### config.mk
export PLATFORM = sky130hd
export DESIGN_NAME = per_key_flood_limiter
export DESIGN_NICKNAME = d
export VERILOG_FILES = /design/src/pkfl_pkg.sv /design/src/per_key_flood_limiter.sv /design/src/pkfl_cell.sv /design/src/pkfl_head.sv
export VERILOG_INCLUDE_DIRS = /design/src /design/src/src
export SDC_FILE = /design/constraint.sdc
export NUM_CORES = 2
export LEC_CHECK = 0
export BUFFER_PORTS_ARGS = -buffer_cell sky130_fd_sc_hd__buf_2
export CORE_ASPECT_RATIO = 0.75
export CORE_MARGIN = 4
export CORE_UTILIZATION = 60
export CTS_BUF_LIST = sky130_fd_sc_hd__clkbuf_8
export DETAILED_ROUTE_END_ITERATION = 10
export GPL_TIMING_DRIVEN = 0
export HOLD_SLACK_MARGIN = 0.08
export PLACE_DENSITY = 0.76
export SLEW_MARGIN = 20
export SYNTH_ARGS = -nofsm -noshare
export SYNTH_HDL_FRONTEND = slang
export SYNTH_SLANG_ARGS = --single-unit
### constraint.sdc
create_clock -name i_clk -period 265.5 [get_ports i_clk]
set_input_delay 53.1 -clock i_clk [delete_from_list [all_inputs] [get_ports i_clk]]
set_output_delay 53.1 -clock i_clk [all_outputs]
set_load 0.01 [all_outputs]
### src/per_key_flood_limiter_macros.svh
// Assertion macros used by the flood limiter top level.
`ifndef PER_KEY_FLOOD_LIMITER_MACROS_SVH
`define PER_KEY_FLOOD_LIMITER_MACROS_SVH

// Same-cycle implication, sampled on i_clk and quiet during reset.
`define PKFL_ASSERT_NOW(lbl, ante, cons, msg) \
    lbl: assert property (@(posedge i_clk) disable iff (!i_rst_n) (ante) |-> (cons)) \
        else $error(msg);

// Next-cycle implication, sampled on i_clk and quiet during reset.
`define PKFL_ASSERT_NEXT(lbl, ante, cons, msg) \
    lbl: assert property (@(posedge i_clk) disable iff (!i_rst_n) (ante) |=> (cons)) \
        else $error(msg);

`endif

### src/pkfl_pkg.sv
// Shared types, sizes and codes of the per-key flood limiter.
package pkfl_pkg;

    localparam int TABLE_DEPTH = 64;
    localparam int IDX_W       = $clog2(TABLE_DEPTH);
    localparam int KEY_W       = 32;
    localparam int CNT_W       = 16;
    localparam int TIME_W      = 32;
    localparam int PURGE_W     = 7;
    localparam int ADDR_W      = 3;
    localparam int DATA_W      = 32;

    typedef enum logic {
        OP_CHECK = 1'b0,
        OP_PURGE = 1'b1
    } t_op;

    typedef enum logic [1:0] {
        ST_KNOWN    = 2'd0,
        ST_INSERTED = 2'd1,
        ST_FULL     = 2'd2,
        ST_PURGED   = 2'd3
    } t_status;

    typedef enum logic {
        REG_COUNT_LIMIT = 1'b0,
        REG_WINDOW      = 1'b1
    } t_reg_idx;

    typedef enum logic [3:0] {
        S_IDLE   = 4'b0001,
        S_SCAN   = 4'b0010,
        S_INSERT = 4'b0100,
        S_DONE   = 4'b1000
    } t_state;

    typedef struct packed {
        logic              valid;
        logic [KEY_W-1:0]  key;
        logic [CNT_W-1:0]  count;
        logic [TIME_W-1:0] stamp;
    } t_entry;

    // Control from the sequencer to the update unit at the end of the ring.
    typedef struct packed {
        logic scan;
        logic insert;
        t_op  op;
    } t_head_ctl;

    // What the update unit saw in the entry passing it this cycle.
    typedef struct packed {
        logic hit;
        logic flood;
        logic free;
        logic aged;
    } t_head_flags;

endpackage

### src/per_key_flood_limiter.sv
// Top level of the per-key flood limiter: ring of entry cells and its sequencer.
//
//  channel   direction  handshake             payload
//  s_*       in         s_tvalid / s_tready   tdata {now, key}, tuser op
//  m_*       out        m_tvalid / m_tready   tdata {purged_count, flooded}, tuser status
//  apb       in         psel/penable/pwrite   count_limit at 0x0, window_ticks at 0x4
//
//  A purge, or a check of a known key, presents its result after the ring rotates once
//  past the single update unit, one entry per cycle; the block is idle again, ready for
//  the next item, in the same cycle as the result appears.
//  A check that inserts rotates on until a free cell reaches the head and is filled.
//  Reset clears the valid bit of every cell at once; there is no
//  clearing pass. A new item is taken only in idle, while an earlier result may still
//  wait in the output register; a stalled output holds the block before its next item.
`include "per_key_flood_limiter_macros.svh"

module per_key_flood_limiter (
    input  logic                          i_clk,
    input  logic                          i_rst_n,
    // APB configuration port
    input  logic                          psel,
    input  logic                          penable,
    input  logic                          pwrite,
    input  logic [pkfl_pkg::ADDR_W-1:0]   paddr,
    input  logic [pkfl_pkg::DATA_W-1:0]   pwdata,
    output logic [pkfl_pkg::DATA_W-1:0]   prdata,
    output logic                          pready,
    // input items
    input  logic                          s_tvalid,
    output logic                          s_tready,
    input  logic [63:0]                   s_tdata,  // [31:0] key, [63:32] now
    input  logic                          s_tuser,  // [0] op
    // result items
    output logic                          m_tvalid,
    input  logic                          m_tready,
    output logic [7:0]                    m_tdata,  // [0] flooded, [7:1] purged_count
    output logic [1:0]                    m_tuser   // [1:0] status
);
    import pkfl_pkg::*;

    // configuration
    logic [CNT_W-1:0]  r_count_limit;
    logic [TIME_W-1:0] r_window;
    logic              w_cfg_wr;
    t_reg_idx          w_cfg_idx;

    assign pready    = 1'b1;
    assign w_cfg_wr  = psel && penable && pwrite;
    assign w_cfg_idx = t_reg_idx'(paddr[2]);

    always_ff @(posedge i_clk) begin
        if (!i_rst_n) begin
            r_count_limit <= CNT_W'(5);
            r_window      <= TIME_W'(1000);
        end else if (w_cfg_wr) begin
            unique case (w_cfg_idx)
                REG_COUNT_LIMIT: r_count_limit <= pwdata[CNT_W-1:0];
                REG_WINDOW:      r_window      <= pwdata[TIME_W-1:0];
                default: ;
            endcase
        end
    end

    always_comb begin
        unique case (w_cfg_idx)
            REG_COUNT_LIMIT: prdata = {{(DATA_W-CNT_W){1'b0}}, r_count_limit};
            REG_WINDOW:      prdata = r_window;
            default:         prdata = '0;
        endcase
    end

    // sequencer state and the item under work
    t_state            r_state, n_state;
    t_op               r_op;
    logic [KEY_W-1:0]  r_key;
    logic [TIME_W-1:0] r_now;
    logic [IDX_W-1:0]  r_scan_cnt;
    logic              r_hit;
    logic              r_free_seen;
    logic              r_flooded;
    logic [PURGE_W-1:0] r_purged;
    t_status           r_status;

    // output register
    logic               r_m_valid;
    logic               r_m_flooded;
    t_status            r_m_status;
    logic [PURGE_W-1:0] r_m_purged;

    logic        w_accept;
    logic        w_scan_last;
    logic        w_out_free;
    logic        w_shift;
    t_head_ctl   w_head_ctl;
    t_head_flags w_flags;
    t_entry      w_head_out;
    t_entry      w_cell [TABLE_DEPTH];

    assign s_tready    = (r_state == S_IDLE);
    assign w_accept    = s_tvalid && s_tready;
    assign w_scan_last = (r_scan_cnt == IDX_W'(TABLE_DEPTH - 1));
    assign w_out_free  = !r_m_valid || m_tready;
    assign w_shift     = (r_state == S_SCAN) || (r_state == S_INSERT);

    assign w_head_ctl.scan   = (r_state == S_SCAN);
    assign w_head_ctl.insert = (r_state == S_INSERT);
    assign w_head_ctl.op     = r_op;

    // The ring: every cell takes its upper neighbour, the top cell takes the
    // rewritten head entry.
    for (genvar g = 0; g < TABLE_DEPTH; g++) begin : g_cell
        if (g == TABLE_DEPTH - 1) begin : g_top
            pkfl_cell u_cell (
                .i_clk   (i_clk),
                .i_rst_n (i_rst_n),
                .i_shift (w_shift),
                .i_entry (w_head_out),
                .o_entry (w_cell[g])
            );
        end else begin : g_mid
            pkfl_cell u_cell (
                .i_clk   (i_clk),
                .i_rst_n (i_rst_n),
                .i_shift (w_shift),
                .i_entry (w_cell[g+1]),
                .o_entry (w_cell[g])
            );
        end
    end

    pkfl_head u_head (
        .i_ctl         (w_head_ctl),
        .i_key         (r_key),
        .i_now         (r_now),
        .i_count_limit (r_count_limit),
        .i_window      (r_window),
        .i_entry       (w_cell[0]),
        .o_entry       (w_head_out),
        .o_flags       (w_flags)
    );

    always_comb begin
        n_state = r_state;
        unique case (r_state)
            S_IDLE: begin
                if (w_accept) n_state = S_SCAN;
            end
            S_SCAN: begin
                if (w_scan_last) begin
                    // Keys are unique in the table, so a miss with a free cell
                    // seen means the key must go into one.
                    if (r_op == OP_CHECK && !(r_hit || w_flags.hit) &&
                        (r_free_seen || w_flags.free)) begin
                        n_state = S_INSERT;
                    end else begin
                        n_state = S_DONE;
                    end
                end
            end
            S_INSERT: begin
                if (w_flags.free) n_state = S_DONE;
            end
            S_DONE: begin
                if (w_out_free) n_state = S_IDLE;
            end
            default: n_state = S_IDLE;
        endcase
    end

    always_ff @(posedge i_clk) begin
        if (!i_rst_n) begin
            r_state <= S_IDLE;
        end else begin
            r_state <= n_state;
        end
    end

    always_ff @(posedge i_clk) begin
        if (!i_rst_n) begin
            r_scan_cnt  <= '0;
            r_hit       <= 1'b0;
            r_free_seen <= 1'b0;
            r_flooded   <= 1'b0;
            r_purged    <= '0;
            r_status    <= ST_KNOWN;
        end else if (w_accept) begin
            r_scan_cnt  <= '0;
            r_hit       <= 1'b0;
            r_free_seen <= 1'b0;
            r_flooded   <= 1'b0;
            r_purged    <= '0;
        end else if (r_state == S_SCAN) begin
            r_scan_cnt <= r_scan_cnt + IDX_W'(1);
            if (w_flags.hit)   r_hit       <= 1'b1;
            if (w_flags.free)  r_free_seen <= 1'b1;
            if (w_flags.flood) r_flooded   <= 1'b1;
            if (w_flags.aged && (r_purged != '1)) begin
                r_purged <= r_purged + PURGE_W'(1);
            end
            if (w_scan_last) begin
                priority if (r_op == OP_PURGE)          r_status <= ST_PURGED;
                else if (r_hit || w_flags.hit)          r_status <= ST_KNOWN;
                else if (r_free_seen || w_flags.free)   r_status <= ST_INSERTED;
                else                                    r_status <= ST_FULL;
            end
        end
    end

    always_ff @(posedge i_clk) begin
        if (w_accept) begin
            r_op  <= t_op'(s_tuser);
            r_key <= s_tdata[KEY_W-1:0];
            r_now <= s_tdata[KEY_W +: TIME_W];
        end
    end

    always_ff @(posedge i_clk) begin
        if (!i_rst_n) begin
            r_m_valid <= 1'b0;
        end else if (r_state == S_DONE && w_out_free) begin
            r_m_valid <= 1'b1;
        end else if (m_tready) begin
            r_m_valid <= 1'b0;
        end
    end

    always_ff @(posedge i_clk) begin
        if (r_state == S_DONE && w_out_free) begin
            r_m_flooded <= r_flooded;
            r_m_status  <= r_status;
            r_m_purged  <= r_purged;
        end
    end

    assign m_tvalid = r_m_valid;
    assign m_tdata  = {r_m_purged, r_m_flooded};
    assign m_tuser  = r_m_status;

    `PKFL_ASSERT_NEXT(a_accept_starts_scan, w_accept, r_state == S_SCAN,
        "accepted item did not start a scan")
    `PKFL_ASSERT_NEXT(a_done_loads_output, r_state == S_DONE && w_out_free, m_tvalid,
        "finished item did not reach the output register")
    `PKFL_ASSERT_NOW(a_insert_only_on_miss, r_state == S_INSERT,
        r_op == OP_CHECK && !r_hit && r_free_seen,
        "insert pass entered without a missed check and a free cell")
    `PKFL_ASSERT_NOW(a_purge_bounded, r_state == S_SCAN,
        32'(r_purged) <= 32'(r_scan_cnt),
        "purged count ran ahead of the cells scanned")
    `PKFL_ASSERT_NOW(a_flood_needs_hit, r_flooded && r_state != S_IDLE,
        r_hit && r_op == OP_CHECK,
        "flood flagged without a matching key")

endmodule

### src/pkfl_cell.sv
// One table entry of the ring; passes its entry to the neighbour on each shift.
module pkfl_cell (
    input  logic           i_clk,
    input  logic           i_rst_n,
    input  logic           i_shift,
    input  pkfl_pkg::t_entry i_entry,
    output pkfl_pkg::t_entry o_entry
);
    import pkfl_pkg::*;

    logic              r_valid;
    logic [KEY_W-1:0]  r_key;
    logic [CNT_W-1:0]  r_count;
    logic [TIME_W-1:0] r_stamp;

    always_ff @(posedge i_clk) begin
        if (!i_rst_n) begin
            r_valid <= 1'b0;
        end else if (i_shift) begin
            r_valid <= i_entry.valid;
        end
    end

    always_ff @(posedge i_clk) begin
        if (i_shift) begin
            r_key   <= i_entry.key;
            r_count <= i_entry.count;
            r_stamp <= i_entry.stamp;
        end
    end

    assign o_entry = {r_valid, r_key, r_count, r_stamp};

endmodule

### src/pkfl_head.sv
// Update unit that rewrites the entry leaving the head of the ring.
module pkfl_head (
    input  pkfl_pkg::t_head_ctl            i_ctl,
    input  logic [pkfl_pkg::KEY_W-1:0]     i_key,
    input  logic [pkfl_pkg::TIME_W-1:0]    i_now,
    input  logic [pkfl_pkg::CNT_W-1:0]     i_count_limit,
    input  logic [pkfl_pkg::TIME_W-1:0]    i_window,
    input  pkfl_pkg::t_entry               i_entry,
    output pkfl_pkg::t_entry               o_entry,
    output pkfl_pkg::t_head_flags          o_flags
);
    import pkfl_pkg::*;

    logic [TIME_W-1:0] w_age;

    // Wrapping difference: the age is taken modulo the tick counter range.
    assign w_age = i_now - i_entry.stamp;

    always_comb begin
        o_entry = i_entry;
        o_flags = '0;
        if (i_ctl.insert) begin
            if (!i_entry.valid) begin
                o_entry.valid = 1'b1;
                o_entry.key   = i_key;
                o_entry.count = '0;
                o_entry.stamp = i_now;
                o_flags.free  = 1'b1;
            end
        end else if (i_ctl.scan) begin
            if (i_ctl.op == OP_PURGE) begin
                if (i_entry.valid && (w_age > i_window)) begin
                    o_entry.valid = 1'b0;
                    o_flags.aged  = 1'b1;
                end
            end else if (i_entry.valid) begin
                if (i_entry.key == i_key) begin
                    o_flags.hit = 1'b1;
                    if (i_entry.count < i_count_limit) begin
                        o_entry.count = i_entry.count + CNT_W'(1);
                    end else begin
                        o_flags.flood = (w_age < i_window);
                        o_entry.stamp = i_now;
                        o_entry.count = '0;
                    end
                end
            end else begin
                o_flags.free = 1'b1;
            end
        end
    end

endmodule
==> flow_summary.json <==
{
  "crit_type": "in -> out",
  "min_to": "g_cell[5].g_mid.u_cell.r_stamp[25]",
  "hpwl_mm": 129,
  "slew_viol_final": 0,
  "cts_tree": "built",
  "synth.largest_area_cell": "edfxtp_1",
  "clock_sinks": 5330,
  "p_per_area_mw_per_mm2": 8.32,
  "gp_congestion": 0.847,
  "vias_per_cell": 5.23,
  "crit_path_start_kind": "primary input",
  "slowest_stage": "clkbuf_1",
  "totalPowerFinal_w": 0.00155,
  "worst_pin_slew_ps": 1190,
  "drc": 0,
  "synth_commonest_cells": "5195 x edfxtp_1, 313 x nand2_1, 167 x a21oi_1, 135 x dfxtp_1, 100 x inv_1",
  "whs_path_depth": 0,
  "max_slew_margin": 0.201,
  "routed_wirelength_mm": 235,
  "netlist_instances": 6566,
  "hold_class": "reg -> reg",
  "path_buf_inv": 4,
  "die_area_mm2": 0.285,
  "path_depth": 5,
  "cts.clk_slew.worst_paths_ps": 60,
  "drtPass1Iterations": 7,
  "worstPathCellList": "clkbuf_1 -> clkinv_1 -> clkbuf_1 -> nor2_1 -> buf_2",
  "avgSynthCellArea_um2": 25.3,
  "fin_crit_sh": 0.406,
  "vias": 61300,
  "synth_top_area_frac": 0.941,
  "yosysUniqueCellTypes": 72,
  "drive_gt1_frac": 0.145,
  "ir_drop_uv": 6.04,
  "endpoint_kind": "output pin",
  "grt_max_degree": 65,
  "io_buffers": 147,
  "yosys_warnings": 0,
  "die_x_um": 615,
  "finalNonFillerCells": 11700,
  "grt_pass1_wl_mm": 363,
  "netlist_top_cells_area": "edfxtp_1 94%, dfxtp_1 1.6%, nand2_1 0.71%, ha_1 0.61%, a21oi_1 0.50%",
  "required_ps": 212400,
  "synth_seq_cells": 5330,
  "synthArstFlopShare": 0,
  "synth_edf_count": 5195,
  "yosysSeqAreaShare": 0.957,
  "cp_max_fo": 10,
  "min_from": "g_cell[6].g_mid.u_cell.r_stamp[25]",
  "row_count": 166,
  "synth_fp_nets": 6755,
  "post_cts_resized": 0,
  "cellLeakagePower_nw": 60.0,
  "io_pins": 152,
  "status": "completed",
  "wl_per_cell_um": 20.0,
  "setup_tns_ps": 0,
  "hold_buffers": 0,
  "fin_skew_ps": 133,
  "reg2reg_depth": 16,
  "ys.flop_type": "edfxtp_1",
  "cap_violations": 0,
  "setup_violations": 0,
  "rsz0062_at_grt": "no",
  "drt_iter0_markers": 5906,
  "r2r_slack_ps": 259440,
  "cp_common_cell": "clkbuf_1",
  "hold_violations": 0,
  "core_mm2": 0.274,
  "reg2reg_to": "g_cell[1].g_mid.u_cell.r_key[25]",
  "cpPeakStageDelay_ps": 460,
  "utilization": 0.682,
  "syn2layout_area_growth_pct": 12.6,
  "max_freq_mhz": 9.28,
  "grt-ovfl-total": 0,
  "first_global_vias": 61700,
  "cp_top_family": "buffers and inverters",
  "layout_min_cycle_time_ps": 107770,
  "grt_antenna_before_repair": 25,
  "clkLatencyLatePin_ps": 1090,
  "cts_root_buffer": "clkbuf_8",
  "initial_core_util": 0.605,
  "die_y_um": 463,
  "fillers": 15100,
  "arrival_ps": 54670,
  "fin_nets": 7721,
  "yosysMostFrequentCell": "edfxtp_1",
  "r2r-start": "r_state[2]",
  "grt_usage": 0.165,
  "clock_path_buffers": 4,
  "post_cts_buffers": 0,
  "ant_nets": 0,
  "dp_cells": 10400,
  "netlist_area_mm2": 0.166,
  "h-tree-depth": 6,
  "holdWs_ps": 330,
  "cts_buffers": 719
}
==> layer usage <==
layer  GRT usage  part of all wire  up-vias
met5           0                 0        -
met4      0.0601             0.030        0
met3      0.0338             0.055      420
met2       0.227              0.43     1579
met1       0.265              0.48    31100
li1            -                 -    28200
==> cell families (layout without fill, tap and decap cells) <==
family | after synthesis | count (layout) | share of synthesized area
AOI/OAI and AO/OA | 363 | 363 | 0.0129
other | 1 | 15 | 0.0000226
xor gates and xnor gates | 54 | 54 | 0.00285
and+or+nand+nor | 533 | 533 | 0.0145
DFF | 5330 | 5330 | 0.957
muxes | 40 | 40 | 0.00269
adders and majority gates | 82 | 82 | 0.00623
buffers and inverters | 163 | 1691 | 0.00381
==> layout by cell type (no fill, tap or decap), types with 36 or more instances in the layout <==
cell type	count
edfxtp_1	5195
clkbuf_8	732
inv_1	335
nand2_1	313
clkinv_1	181
a21oi_1	167
buf_2	151
dfxtp_1	135
ha_1	81
o21ai_0	75
buf_16	72
nor2_1	65
clkinv_2	64
clkbuf_1	52
xnor2_1	37
mux2_2	36
==> power by group <==
| part | internal (W) | switching, W |
|---|---|---|
| clock | 0.000279 | 0.000286 |
| sequential | 0.000949 | 0.00000811 |
| combinational | 0.00000882 | 0.0000237 |
==> per-stage QoR <==
step,area (um^2),worst slack (ps)
2_1_floorplan,166000,118560
3_3_place_gp,171000,81020
3_5_place_dp,174000,157640
4_1_cts,187000,157640
5_1_grt,187000,157580
6_report,187000,157730
==> how the worst max path moves through the flow <==
stage / from / slack, ps / to
after floorplan: r_state[2] / 118560 / g_cell[0].g_mid.u_cell.r_count[0]
after global placement: r_state[2] / 81020 / g_cell[0].g_mid.u_cell.r_key[19]
after detailed placement: paddr[2] / 157640 / prdata[23]
after CTS: paddr[2] / 157640 / prdata[23]
after global routing: paddr[2] / 157580 / prdata[23]
final: paddr[2] / 157730 / prdata[21]
==> final cells by class <==
class / count / area, um^2 / area share
buffer: 61 / 253 / 0.00135
antenna: 14 / 35.0 / 0.000188
inverter: 102 / 385 / 0.00206
clock buffer: 732 / 10100 / 0.0539
clock inverter: 551 / 3060 / 0.0164
tap: 3612 / 4520 / 0.0242
sequential: 5330 / 159000 / 0.850
multi-input combinational: 1073 / 6510 / 0.0349
timing repair buffer: 245 / 3240 / 0.0173
==> sequential cells by signal, indices dropped and copies added (netlist names), 2 cells and up <==
name                         count
g_cell.g_mid.u_cell.r_count   1008
g_cell.g_mid.u_cell.r_key     2016
g_cell.g_mid.u_cell.r_stamp   2016
g_cell.g_mid.u_cell.r_valid     63
g_cell.g_top.u_cell.r_count     16
g_cell.g_top.u_cell.r_key       32
g_cell.g_top.u_cell.r_stamp     32
m_tuser                          2
r_count_limit                   16
r_key                           32
r_m_purged                       7
r_now                           32
r_purged                         7
r_scan_cnt                       6
r_state                          4
r_status                         2
r_window                        32
Note: power is estimated with default switching activity, not from simulation.
